<file path="config.mk">
export PLATFORM = sky130hd
export DESIGN_NAME = card_access_controller_core
export DESIGN_NICKNAME = d
export VERILOG_FILES = /design/src/rtl/core/cac_pkg.sv /design/src/rtl/core/card_access_controller_core.sv
export SDC_FILE = /design/constraint.sdc
export NUM_CORES = 2
export LEC_CHECK = 0
export ABC_AREA = 1
export BUFFER_PORTS_ARGS = -buffer_cell sky130_fd_sc_hd__buf_2
export CORE_MARGIN = 5
export CORE_UTILIZATION = 24
export DETAILED_ROUTE_END_ITERATION = 7
export GPL_TIMING_DRIVEN = 1
export PLACE_DENSITY = 0.4
export SYNTH_ARGS = -nofsm -noshare
export SYNTH_HDL_FRONTEND = slang
export SYNTH_SLANG_ARGS = --single-unit
</file>
<file path="constraint.sdc">
create_clock -name clk -period 6.9 [get_ports clk]
set_clock_uncertainty 0.05 [all_clocks]
set_input_delay 0.69 -clock clk [delete_from_list [all_inputs] [get_ports clk]]
set_output_delay 0.69 -clock clk [all_outputs]
set_load 0.1 [all_outputs]
</file>
<file path="src/rtl/core/cac_pkg.sv">
// shared types and constants of the card access controller
`timescale 1ns / 1ps
`default_nettype none
package cac_pkg;
	localparam int MaxCards = 16;
	localparam int IdxW = $clog2(MaxCards);
	localparam int CntW = $clog2(MaxCards + 1);

	localparam logic [31:0] AdminUidRst = 32'hE37C7F0D;

	typedef enum logic [2:0] {
		OP_TICK = 3'd0, OP_CARD = 3'd1, OP_ABSENT = 3'd2, OP_LEARN = 3'd3,
		OP_CANCEL = 3'd4, OP_RSTALM = 3'd5, OP_LOCK = 3'd6, OP_PIN = 3'd7
	} op_t;

	typedef enum logic [2:0] {
		CFG_ADMIN = 3'd0, CFG_ALARM = 3'd1, CFG_LEARN = 3'd2, CFG_HOLD = 3'd3,
		CFG_WARN = 3'd4, CFG_THRESH = 3'd5
	} cfg_idx_t;

	localparam logic [2:0] LS_IDLE = 3'd0;
	localparam logic [2:0] LS_NEW = 3'd1;
	localparam logic [2:0] LS_ADMIN = 3'd2;
	localparam logic [2:0] LS_OK = 3'd3;
	localparam logic [2:0] LS_ABORT = 3'd4;
	localparam logic [2:0] LS_KNOWN = 3'd5;

	localparam logic [1:0] ST_READY = 2'd0;
	localparam logic [1:0] ST_ALLOW = 2'd1;
	localparam logic [1:0] ST_DENY = 2'd2;
	localparam logic [1:0] ST_LEARN = 2'd3;

	typedef enum logic [3:0] {
		S_IDLE = 4'b0001, S_SCAN = 4'b0010, S_EXEC = 4'b0100, S_OUT = 4'b1000
	} fsm_t;
endpackage
`default_nettype wire

</file>
<file path="src/rtl/core/card_access_controller_core.sv">
// card access controller top level
`timescale 1ns / 1ps
`default_nettype none
// One item at a time: busy rises on the cycle after start and falls when
// done pulses with the result. A card read scans the whitelist from a
// synchronous memory one entry per cycle, then passes through the execute
// and out steps; every other item skips the scan and goes to execute.
// The result can't be held off by the receiver; it is valid only while done.
// Only entry 0 (admin) and written entries are ever read, so the memory has
// no reset pass.
module card_access_controller_core (
	input  wire logic        clk,
	input  wire logic        arst_n,
	input  wire logic        start,
	output logic             busy,
	output logic             done,
	input  wire logic [2:0]  opcode,
	input  wire logic [31:0] card_uid,
	input  wire logic        cfg_we,
	input  wire logic [2:0]  cfg_idx,
	input  wire logic [31:0] cfg_data,
	output logic [1:0]       access_state,
	output logic [2:0]       learn_phase,
	output logic             is_unlocked,
	output logic             alarm_active,
	output logic             lockout_active,
	output logic             wrong_card_warning,
	output logic [3:0]       failure_streak,
	output logic [31:0]      success_total,
	output logic [31:0]      failure_total,
	output logic             led_red,
	output logic             led_green,
	output logic             led_blue
);
	import cac_pkg::*;

	// config registers
	logic [31:0] admin_q;
	logic [15:0] alarm_to_q, learn_to_q, hold_q, warn_ms_q;
	logic [3:0]  thresh_q;

	// whitelist memory
	logic [31:0] wl_mem [MaxCards];
	logic [31:0] rd_data_q;
	logic [IdxW-1:0] rd_addr;
	logic wl_we;
	logic [IdxW-1:0] wl_waddr;
	logic [31:0] wl_wdata;

	// control state
	fsm_t state_q;
	op_t  op_q;
	logic [31:0] uid_q;
	logic [CntW-1:0] scan_q, count_q;
	logic rd_pend_q, found_q;
	logic [IdxW-1:0] found_idx_q;

	logic [31:0] pending_q, unl_uid_q;
	logic bound_q, unl_q, alarm_q, lock_q, await_q;
	logic [3:0] streak_q;
	logic [31:0] ok_q, bad_q;
	logic [2:0] lstep_q;
	logic [1:0] status_q;
	logic [31:0] now_q, alarm_since_q, learn_since_q, fb_since_q, warn_since_q, anim_since_q;
	logic warn_on_q, anim_on_q, anim_unl_q;

	// 250 ms blink phase, tracked alongside the millisecond counter
	logic [7:0] blk_cnt_q;
	logic blink_q;

	// config write port
	always_ff @(posedge clk or negedge arst_n) begin
		if (!arst_n) begin
			admin_q <= AdminUidRst;
			alarm_to_q <= 16'd5000;
			learn_to_q <= 16'd10000;
			hold_q <= 16'd2500;
			warn_ms_q <= 16'd2000;
			thresh_q <= 4'd5;
		end else if (cfg_we) begin
			case (cfg_idx)
				CFG_ADMIN:  admin_q <= cfg_data;
				CFG_ALARM:  alarm_to_q <= cfg_data[15:0];
				CFG_LEARN:  learn_to_q <= cfg_data[15:0];
				CFG_HOLD:   hold_q <= cfg_data[15:0];
				CFG_WARN:   warn_ms_q <= cfg_data[15:0];
				CFG_THRESH: thresh_q <= cfg_data[3:0];
				default: ;
			endcase
		end
	end

	// memory: entry 0 lives in admin_q, others in the array
	assign rd_addr = scan_q[IdxW-1:0];
	always_ff @(posedge clk) begin
		if (wl_we) wl_mem[wl_waddr] <= wl_wdata;
		rd_data_q <= wl_mem[rd_addr];
	end

	// ---- next-state computation for the execute step ----
	logic [31:0] now_n;
	logic chk_ok;
	logic n_alarm, n_unl, n_bound, n_lock, n_await, n_warn_on, n_anim_on, n_anim_unl;
	logic [2:0] n_lstep;
	logic [1:0] n_status;
	logic [3:0] n_streak;
	logic [31:0] n_ok, n_bad, n_pending, n_unl_uid;
	logic [31:0] n_alarm_since, n_learn_since, n_fb_since, n_warn_since, n_anim_since;
	logic [CntW-1:0] n_count;
	logic known, is_admin;
	logic [3:0] inc_streak;

	assign known = found_q;
	assign is_admin = found_q && (found_idx_q == '0);

	always_comb begin
		now_n = (op_q == OP_TICK) ? now_q + 32'd1 : now_q;
		n_alarm = alarm_q; n_unl = unl_q; n_bound = bound_q; n_lock = lock_q;
		n_await = await_q; n_warn_on = warn_on_q; n_anim_on = anim_on_q;
		n_anim_unl = anim_unl_q; n_lstep = lstep_q; n_status = status_q;
		n_streak = streak_q; n_ok = ok_q; n_bad = bad_q; n_pending = pending_q;
		n_unl_uid = unl_uid_q; n_alarm_since = alarm_since_q;
		n_learn_since = learn_since_q; n_fb_since = fb_since_q;
		n_warn_since = warn_since_q; n_anim_since = anim_since_q; n_count = count_q;
		chk_ok = 1'b1;
		wl_we = 1'b0; wl_waddr = count_q[IdxW-1:0]; wl_wdata = pending_q;
		inc_streak = (streak_q < 4'd15) ? streak_q + 4'd1 : streak_q;

		// timeout checks
		if (op_q == OP_TICK || op_q == OP_CARD || op_q == OP_ABSENT) begin
			if (alarm_q && (now_n - alarm_since_q) >= {16'd0, alarm_to_q}) begin
				n_alarm = 1'b0;
				if (!lock_q) n_status = ST_READY;
			end
			if (lstep_q >= LS_OK) begin
				if ((now_n - fb_since_q) >= {16'd0, hold_q}) begin
					n_lstep = LS_IDLE; n_status = ST_READY; n_await = 1'b1;
				end
				chk_ok = 1'b0;
			end else if (lstep_q != LS_IDLE &&
			    (now_n - learn_since_q) >= {16'd0, learn_to_q}) begin
				n_lstep = LS_ABORT; n_fb_since = now_n; chk_ok = 1'b0;
			end
		end

		case (op_q)
			OP_CARD: begin
				if (chk_ok && !await_q) begin
					n_await = 1'b1;
					if (lstep_q == LS_NEW) begin
						if (known) begin
							n_lstep = LS_KNOWN; n_fb_since = now_n;
						end else begin
							n_pending = uid_q; n_lstep = LS_ADMIN; n_learn_since = now_n;
						end
					end else if (lstep_q == LS_ADMIN) begin
						if (known && count_q < CntW'(MaxCards)) begin
							// store only on the execute step
							wl_we = (state_q == S_EXEC);
							n_count = count_q + 1'b1;
							n_lstep = LS_OK;
						end else n_lstep = LS_ABORT;
						n_fb_since = now_n;
					end else if (lock_q) begin
						if (is_admin) begin
							n_lock = 1'b0;
							n_alarm = 1'b0; n_unl = 1'b1; n_bound = 1'b1; n_unl_uid = uid_q;
							n_ok = ok_q + 32'd1; n_streak = 4'd0; n_status = ST_ALLOW;
							n_anim_on = 1'b1; n_anim_since = now_n; n_anim_unl = 1'b1;
						end else begin
							n_bad = bad_q + 32'd1;
							n_alarm = 1'b1; n_alarm_since = now_n; n_anim_on = 1'b0;
							n_status = ST_DENY;
						end
					end else if (!unl_q) begin
						if (known) begin
							n_alarm = 1'b0; n_unl = 1'b1; n_bound = 1'b1; n_unl_uid = uid_q;
							n_ok = ok_q + 32'd1; n_streak = 4'd0; n_status = ST_ALLOW;
							n_anim_on = 1'b1; n_anim_since = now_n; n_anim_unl = 1'b1;
						end else begin
							n_streak = inc_streak;
							n_bad = bad_q + 32'd1;
							if (inc_streak >= thresh_q) n_lock = 1'b1;
							n_alarm = 1'b1; n_alarm_since = now_n; n_anim_on = 1'b0;
							n_status = ST_DENY;
						end
					end else if (known && !(bound_q && uid_q != unl_uid_q)) begin
						n_unl = 1'b0; n_bound = 1'b0; n_status = ST_READY;
						n_anim_on = 1'b1; n_anim_since = now_n; n_anim_unl = 1'b0;
					end else begin
						n_warn_on = 1'b1; n_warn_since = now_n; n_anim_on = 1'b0;
						if (!known) n_bad = bad_q + 32'd1;
					end
				end
			end
			OP_ABSENT: begin
				if (chk_ok && n_await) begin
					n_await = 1'b0;
					if (n_lstep == LS_IDLE && n_status != ST_DENY && !lock_q)
						n_status = ST_READY;
				end
			end
			OP_LEARN: begin
				if (lstep_q == LS_IDLE && !lock_q) begin
					n_lstep = LS_NEW; n_learn_since = now_q; n_status = ST_LEARN;
					n_unl = 1'b0; n_bound = 1'b0; n_anim_on = 1'b0; n_await = 1'b0;
				end
			end
			OP_CANCEL: begin
				n_lstep = LS_IDLE; n_status = ST_READY; n_anim_on = 1'b0; n_await = 1'b0;
			end
			OP_RSTALM: begin
				if (!lock_q) begin
					n_alarm = 1'b0; n_anim_on = 1'b0; n_status = ST_READY;
				end
			end
			OP_LOCK: begin
				n_unl = 1'b0; n_bound = 1'b0; n_alarm = 1'b0; n_warn_on = 1'b0;
				n_status = ST_READY;
				n_anim_on = 1'b1; n_anim_since = now_q; n_anim_unl = 1'b0;
			end
			OP_PIN: begin
				if (!lock_q) begin
					n_alarm = 1'b0; n_unl = 1'b1; n_bound = 1'b0; n_warn_on = 1'b0;
					n_streak = 4'd0; n_ok = ok_q + 32'd1; n_status = ST_ALLOW;
					n_anim_on = 1'b1; n_anim_since = now_q; n_anim_unl = 1'b1;
				end
			end
			default: ;
		endcase
	end

	// ---- led evaluation on the updated state (registered in the out step) ----
	logic [31:0] wd, ad;
	logic [32:0] wq_prod;
	logic [20:0] aq_prod;
	logic warn_live, blink, anim_live, anim_ph, warn_ph;
	logic o_r, o_g, o_b, o_warn_keep, o_anim_keep;

	assign wd = now_q - warn_since_q;
	assign ad = now_q - anim_since_q;
	assign blink = blink_q;
	// phase bits by reciprocal multiply; only used inside the live windows,
	// where wd fits 16 bits and ad stays under 1000
	assign wq_prod = {17'd0, wd[15:0]} * 33'd111849;
	assign warn_ph = !wq_prod[24];
	assign aq_prod = {11'd0, ad[9:0]} * 21'd1049;
	assign anim_ph = !aq_prod[17];

	always_comb begin
		warn_live = warn_on_q && (wd < {16'd0, warn_ms_q});
		o_warn_keep = warn_live;
		anim_live = anim_on_q && (ad < 32'd1000);
		o_anim_keep = anim_on_q;
		o_r = 1'b0; o_g = 1'b0; o_b = 1'b0;
		if (lstep_q != LS_IDLE) begin
			case (lstep_q)
				LS_NEW:   begin o_g = !blink; o_b = blink; end
				LS_ADMIN: begin o_r = !blink; o_b = blink; end
				LS_OK:    o_g = 1'b1;
				default:  o_r = 1'b1;
			endcase
		end else if (warn_live) begin
			o_r = warn_ph;
		end else if (lock_q || alarm_q) begin
			o_r = 1'b1;
		end else if (anim_live) begin
			o_g = anim_unl_q && anim_ph;
			o_b = !anim_unl_q && anim_ph;
		end else begin
			o_anim_keep = 1'b0;
			o_g = unl_q; o_b = !unl_q;
		end
	end

	// ---- sequencer ----
	assign busy = (state_q != S_IDLE);

	always_ff @(posedge clk or negedge arst_n) begin
		if (!arst_n) begin
			state_q <= S_IDLE; op_q <= OP_TICK; uid_q <= '0; scan_q <= '0;
			rd_pend_q <= 1'b0; found_q <= 1'b0; found_idx_q <= '0;
			count_q <= CntW'(1);
			pending_q <= '0; unl_uid_q <= '0; bound_q <= 1'b0; unl_q <= 1'b0;
			alarm_q <= 1'b0; lock_q <= 1'b0; await_q <= 1'b0; streak_q <= '0;
			ok_q <= '0; bad_q <= '0; lstep_q <= LS_IDLE; status_q <= ST_READY;
			now_q <= '0; alarm_since_q <= '0; learn_since_q <= '0; fb_since_q <= '0;
			warn_since_q <= '0; anim_since_q <= '0;
			warn_on_q <= 1'b0; anim_on_q <= 1'b0; anim_unl_q <= 1'b0;
			blk_cnt_q <= '0; blink_q <= 1'b0;
			done <= 1'b0;
			access_state <= '0; learn_phase <= '0; is_unlocked <= 1'b0;
			alarm_active <= 1'b0; lockout_active <= 1'b0; wrong_card_warning <= 1'b0;
			failure_streak <= '0; success_total <= '0; failure_total <= '0;
			led_red <= 1'b0; led_green <= 1'b0; led_blue <= 1'b0;
		end else begin
			done <= 1'b0;
			case (state_q)
				S_IDLE: begin
					if (start) begin
						op_q <= op_t'(opcode); uid_q <= card_uid;
						scan_q <= '0; found_q <= 1'b0; rd_pend_q <= 1'b0;
						state_q <= (op_t'(opcode) == OP_CARD) ? S_SCAN : S_EXEC;
					end
				end
				// one entry per cycle; entry 0 compares against the admin register
				S_SCAN: begin
					if (rd_pend_q && !found_q) begin
						if (((scan_q - 1'b1) == '0 ? admin_q : rd_data_q) == uid_q) begin
							found_q <= 1'b1;
							found_idx_q <= IdxW'(scan_q - 1'b1);
						end
					end
					if (scan_q < count_q && scan_q < CntW'(MaxCards) && !found_q &&
					    !(rd_pend_q && (((scan_q - 1'b1) == '0 ? admin_q : rd_data_q) == uid_q))) begin
						scan_q <= scan_q + 1'b1;
						rd_pend_q <= 1'b1;
					end else begin
						rd_pend_q <= 1'b0;
						if (!rd_pend_q || found_q ||
						    (((scan_q - 1'b1) == '0 ? admin_q : rd_data_q) == uid_q) ||
						    scan_q >= count_q || scan_q >= CntW'(MaxCards))
							state_q <= S_EXEC;
					end
				end
				S_EXEC: begin
					now_q <= now_n;
					// blink phase follows now / 250, restarting when now wraps
					if (op_q == OP_TICK) begin
						if (now_q == '1) begin
							blk_cnt_q <= '0; blink_q <= 1'b0;
						end else if (blk_cnt_q == 8'd249) begin
							blk_cnt_q <= '0; blink_q <= !blink_q;
						end else begin
							blk_cnt_q <= blk_cnt_q + 8'd1;
						end
					end
					alarm_q <= n_alarm; unl_q <= n_unl; bound_q <= n_bound; lock_q <= n_lock;
					await_q <= n_await; warn_on_q <= n_warn_on; anim_on_q <= n_anim_on;
					anim_unl_q <= n_anim_unl; lstep_q <= n_lstep; status_q <= n_status;
					streak_q <= n_streak; ok_q <= n_ok; bad_q <= n_bad;
					pending_q <= n_pending; unl_uid_q <= n_unl_uid;
					alarm_since_q <= n_alarm_since; learn_since_q <= n_learn_since;
					fb_since_q <= n_fb_since; warn_since_q <= n_warn_since;
					anim_since_q <= n_anim_since; count_q <= n_count;
					state_q <= S_OUT;
				end
				S_OUT: begin
					warn_on_q <= o_warn_keep;
					anim_on_q <= o_anim_keep;
					access_state <= status_q; learn_phase <= lstep_q;
					is_unlocked <= unl_q; alarm_active <= alarm_q;
					lockout_active <= lock_q; wrong_card_warning <= warn_live;
					failure_streak <= streak_q; success_total <= ok_q;
					failure_total <= bad_q;
					led_red <= o_r; led_green <= o_g; led_blue <= o_b;
					done <= 1'b1;
					state_q <= S_IDLE;
				end
				default: state_q <= S_IDLE;
			endcase
		end
	end

	// ---- checks ----
	a_done_one: assert property (@(posedge clk) disable iff (!arst_n)
		done |=> !done) else $error("done held two cycles");
	a_count_range: assert property (@(posedge clk) disable iff (!arst_n)
		(count_q >= CntW'(1)) && (count_q <= CntW'(MaxCards)))
		else $error("card count out of range");
	a_done_after_out: assert property (@(posedge clk) disable iff (!arst_n)
		(state_q == S_OUT) |=> done) else $error("missing done");
	a_wr_learn: assert property (@(posedge clk) disable iff (!arst_n)
		wl_we |-> (state_q == S_EXEC && lstep_q == LS_ADMIN))
		else $error("stray whitelist write");
	a_grow: assert property (@(posedge clk) disable iff (!arst_n)
		(count_q != $past(count_q)) |-> ($past(wl_we)))
		else $error("card count changed without write");
endmodule
`default_nettype wire
</file>
==> run metrics <==
WHS Path Cells=3; setup slack at placement=-0.7250 ns; fin nets=8548; failing checks=setup timing; hold wc startpoint=card_uid[8]; die width=531.1 um; required time of the critical path=7.53 ns; Clk pwr share=0.247; number of synthesized flops with an enable pin=512; pwr/cell area=397.4 nW/um^2; # fillers=29030; Startpoint Class=flop; Ys Warns=0; first-pass GRT wire length=342700 um; worst reg-to-reg path cell count=34; RD Place Congestion=0.9105; First DRT Iteration DRCs=3567; Synth Instances=7622; CTS root buffer=clkbuf_16; HP Class=in -> reg; Initial Util=0.2409; most frequent CP cell=fa_1; crit path max fanout=3; Setup CP Type=reg -> reg; PortBufs=155; vias in the first global route=52720; area of the core=270500 um^2; Psw=13.17 mW; I/O pins=156; Max Cap Viol=0; Slew @ Worst Pin=1.147 ns; routed via count=52340; TritonCTS buffer count=138; setup ws final=-0.03304 ns; fin crit share=1.005; average wire per standard cell=19.69 um; most common flop cell mapped by yosys=dfrtp_1; Fin. Hold Viols=0; critical path's slowest cell=fa_1; Final Max Slew Viols=0; hold slack=0.07087 ns; layout cells sized above 1=0.1158; Inst Count DP=11390; drt drc=0; non-filler cells, final=11670; drt total wl=229800 um; Seq cells post-synth=1126; post-synthesis cell type count=63; Final min period=6.933 ns; row cnt=191; Int Power=17.70 mW; full die area=282100 um^2; Post-Syn Area=65180 um^2; crit path DAT=7.57 ns; remaining global-route overflow=0; Max VDD drop=0.0004229 V; Fmax=144.2 MHz; initial antenna violation count=24; Post-DRT Antenna Nets=0; setup tns final=-0.03304 ns; clk buf depth=3; combinational power share=0.491; Synth-to-Final Area Change=19.15%; RR Startpoint=now_q[0]$_DFFE_PN0P_; Worst Hold End=uid_q[8]$_DFFE_PN0P_; H-tree levels=4; CP delay by family, top=adder cells; status=finished with violations; Bufs and invs on worst path=8; sequential cell area fraction in the yosys report=0.4700; Seq pwr share=0.262; sw frac=0.4266; register area=30640 um^2; total track usage=0.1602; clock sink total=1126; chip height=531.1 um; post-DP HPWL=168700 um; CP Capture Type=flop; CTS clk-pin slew, worst paths=0.06 ns; DR pass1 iterations=5; syn avg cell area=8.552 um^2; syn nets=8181; Largest stage delay, worst path=0.59 ns; Skew-Pair Late Insertion Delay=0.82 ns; CTS tree=built; FFs w/ async S/R, synth=0.5169; P_leak=36.65 nW; worst reg-to-reg setup slack=-0.03 ns; largest net degree at the start of global routing=185; endpoints failing setup=1; RR Endpoint=led_red$_DFFE_PN0P_; Slew HR=0.2356; RSZ-0062 raised after global routing=true; vias per inst=4.484; multi-input logic area=29770 um^2
==> power groups by stage <==
stage	registers, mW	clock network (mW)	logic (mW)
detailed placement	8.20	0	15.2
global route	8.15	8.15	17.5
CTS	8.09	7.87	15.5
global placement	8.20	0	15.1
finish	8.08	7.63	15.2
floorplan	8.28	0	9.89
==> worst max-delay path by stage <==
stage                               startpoint                   to  slack [ns]  cells after the start
after global routing      now_q[0]$_DFFE_PN0P_  led_red$_DFFE_PN0P_       -0.35                     34
final                     now_q[0]$_DFFE_PN0P_  led_red$_DFFE_PN0P_       -0.03                     34
after global placement    now_q[0]$_DFFE_PN0P_  led_red$_DFFE_PN0P_       -0.76                     36
after detailed placement  now_q[0]$_DFFE_PN0P_  led_red$_DFFE_PN0P_       -0.73                     36
after CTS                 now_q[0]$_DFFE_PN0P_  led_red$_DFFE_PN0P_       -0.11                     34
after floorplan           now_q[2]$_DFFE_PN0P_  led_red$_DFFE_PN0P_        0.04                     30
==> layout make-up <==
cell class / count / share of cell area
Clock inverter: 61 / 0.01284
Multi-Input combinational cell: 5102 / 0.3833
Tap cell: 3570 / 0.05751
Sequential cell: 1126 / 0.3946
Timing Repair Buffer: 453 / 0.04583
Inverter: 1168 / 0.05669
Antenna cell: 4 / 0.0001289
Clock buffer: 188 / 0.04907
==> tightest hold or removal path: stages <==
cell and delay (ns):
buf_2 0.08, nand2_1 0.06, o21ai_0 0.08
==> metrics by stage <==
stage / utilization / power, mW / instance area [um^2]
floorplan: - / 18.18 / 65180
global placement: 0.2665 / 23.28 / 72100
detailed placement: 0.2665 / 23.36 / 72100
CTS: 0.2855 / 31.49 / 77240
global route: 0.2871 / 33.82 / 77660
finish: 0.2871 / 30.87 / 77660
==> Yosys cell counts, types with 79 or more instances <==
master | number | area (um^2)
nor2_1 | 682 | 2560
o22ai_1 | 79 | 494.2
xor2_1 | 215 | 1883
o21ai_0 | 782 | 3914
nand4_1 | 81 | 506.7
dfrtp_1 | 537 | 13440
clkbuf_1 | 184 | 690.7
nand2_1 | 1751 | 6573
inv_1 | 1152 | 4324
nand3_1 | 282 | 1411
a21oi_1 | 184 | 920.9
edfxtp_1 | 512 | 15370
fa_1 | 96 | 1922
ha_1 | 389 | 4867
nor3_1 | 95 | 475.5
==> logic make-up after synthesis <==
kind of cell,share of synthesized area
xor gates and xnor gates,0.03400
adders and majority gates,0.1042
AOI/OAI and AO/OA,0.1098
DFF,0.4700
and+or+nand+nor,0.1935
buffers and inverters,0.08153
muxes,0.007064
==> timing repair <==
action,4_1_cts,5_1_grt
buffers inserted,7,8
resized for setup,46,55
hold endpoints to repair,87,0
pin swaps,41,22
cloned,0,3
setup endpoints to repair,85,755
hold buffers,12,0
==> cell usage in the layout (no fill, tap or decap), drive strengths merged, types with 43 or more instances in the layout <==
cell type | synthesis | final
a21oi | 213 | 213
a31oi | 43 | 43
buf | 42 | 438
clkbuf | 184 | 191
clkinv | 1 | 46
dfrtp | 537 | 537
dfstp | 45 | 45
edfxtp | 512 | 512
fa | 96 | 96
ha | 389 | 389
inv | 1167 | 1165
nand2 | 1770 | 1770
nand3 | 284 | 284
nand4 | 82 | 82
nor2 | 722 | 722
nor3 | 103 | 103
o21ai | 786 | 786
o221ai | 52 | 52
o22ai | 79 | 79
xor2 | 215 | 215
==> metal layers <==
layer	vias to the layer above	wire length (um)	global-route usage
met5	-	0	0
met4	0	5772	0.04106
met3	288	7007	0.01719
met2	921	114000	0.2828
met1	25450	103000	0.2086
li1	25680	-	-
==> state kept, by name, summed over array words and instances (netlist names), 32 cells and up <==
signal	count
bad_q	32
success_total	32
alarm_since_q	32
pending_q	32
learn_since_q	32
ok_q	32
failure_total	32
rd_data_q	32
warn_since_q	32
now_q	32
anim_since_q	32
fb_since_q	32
wl_mem	512
uid_q	32
admin_q	32
unl_uid_q	32
Power figures use the tool's default switching activity.
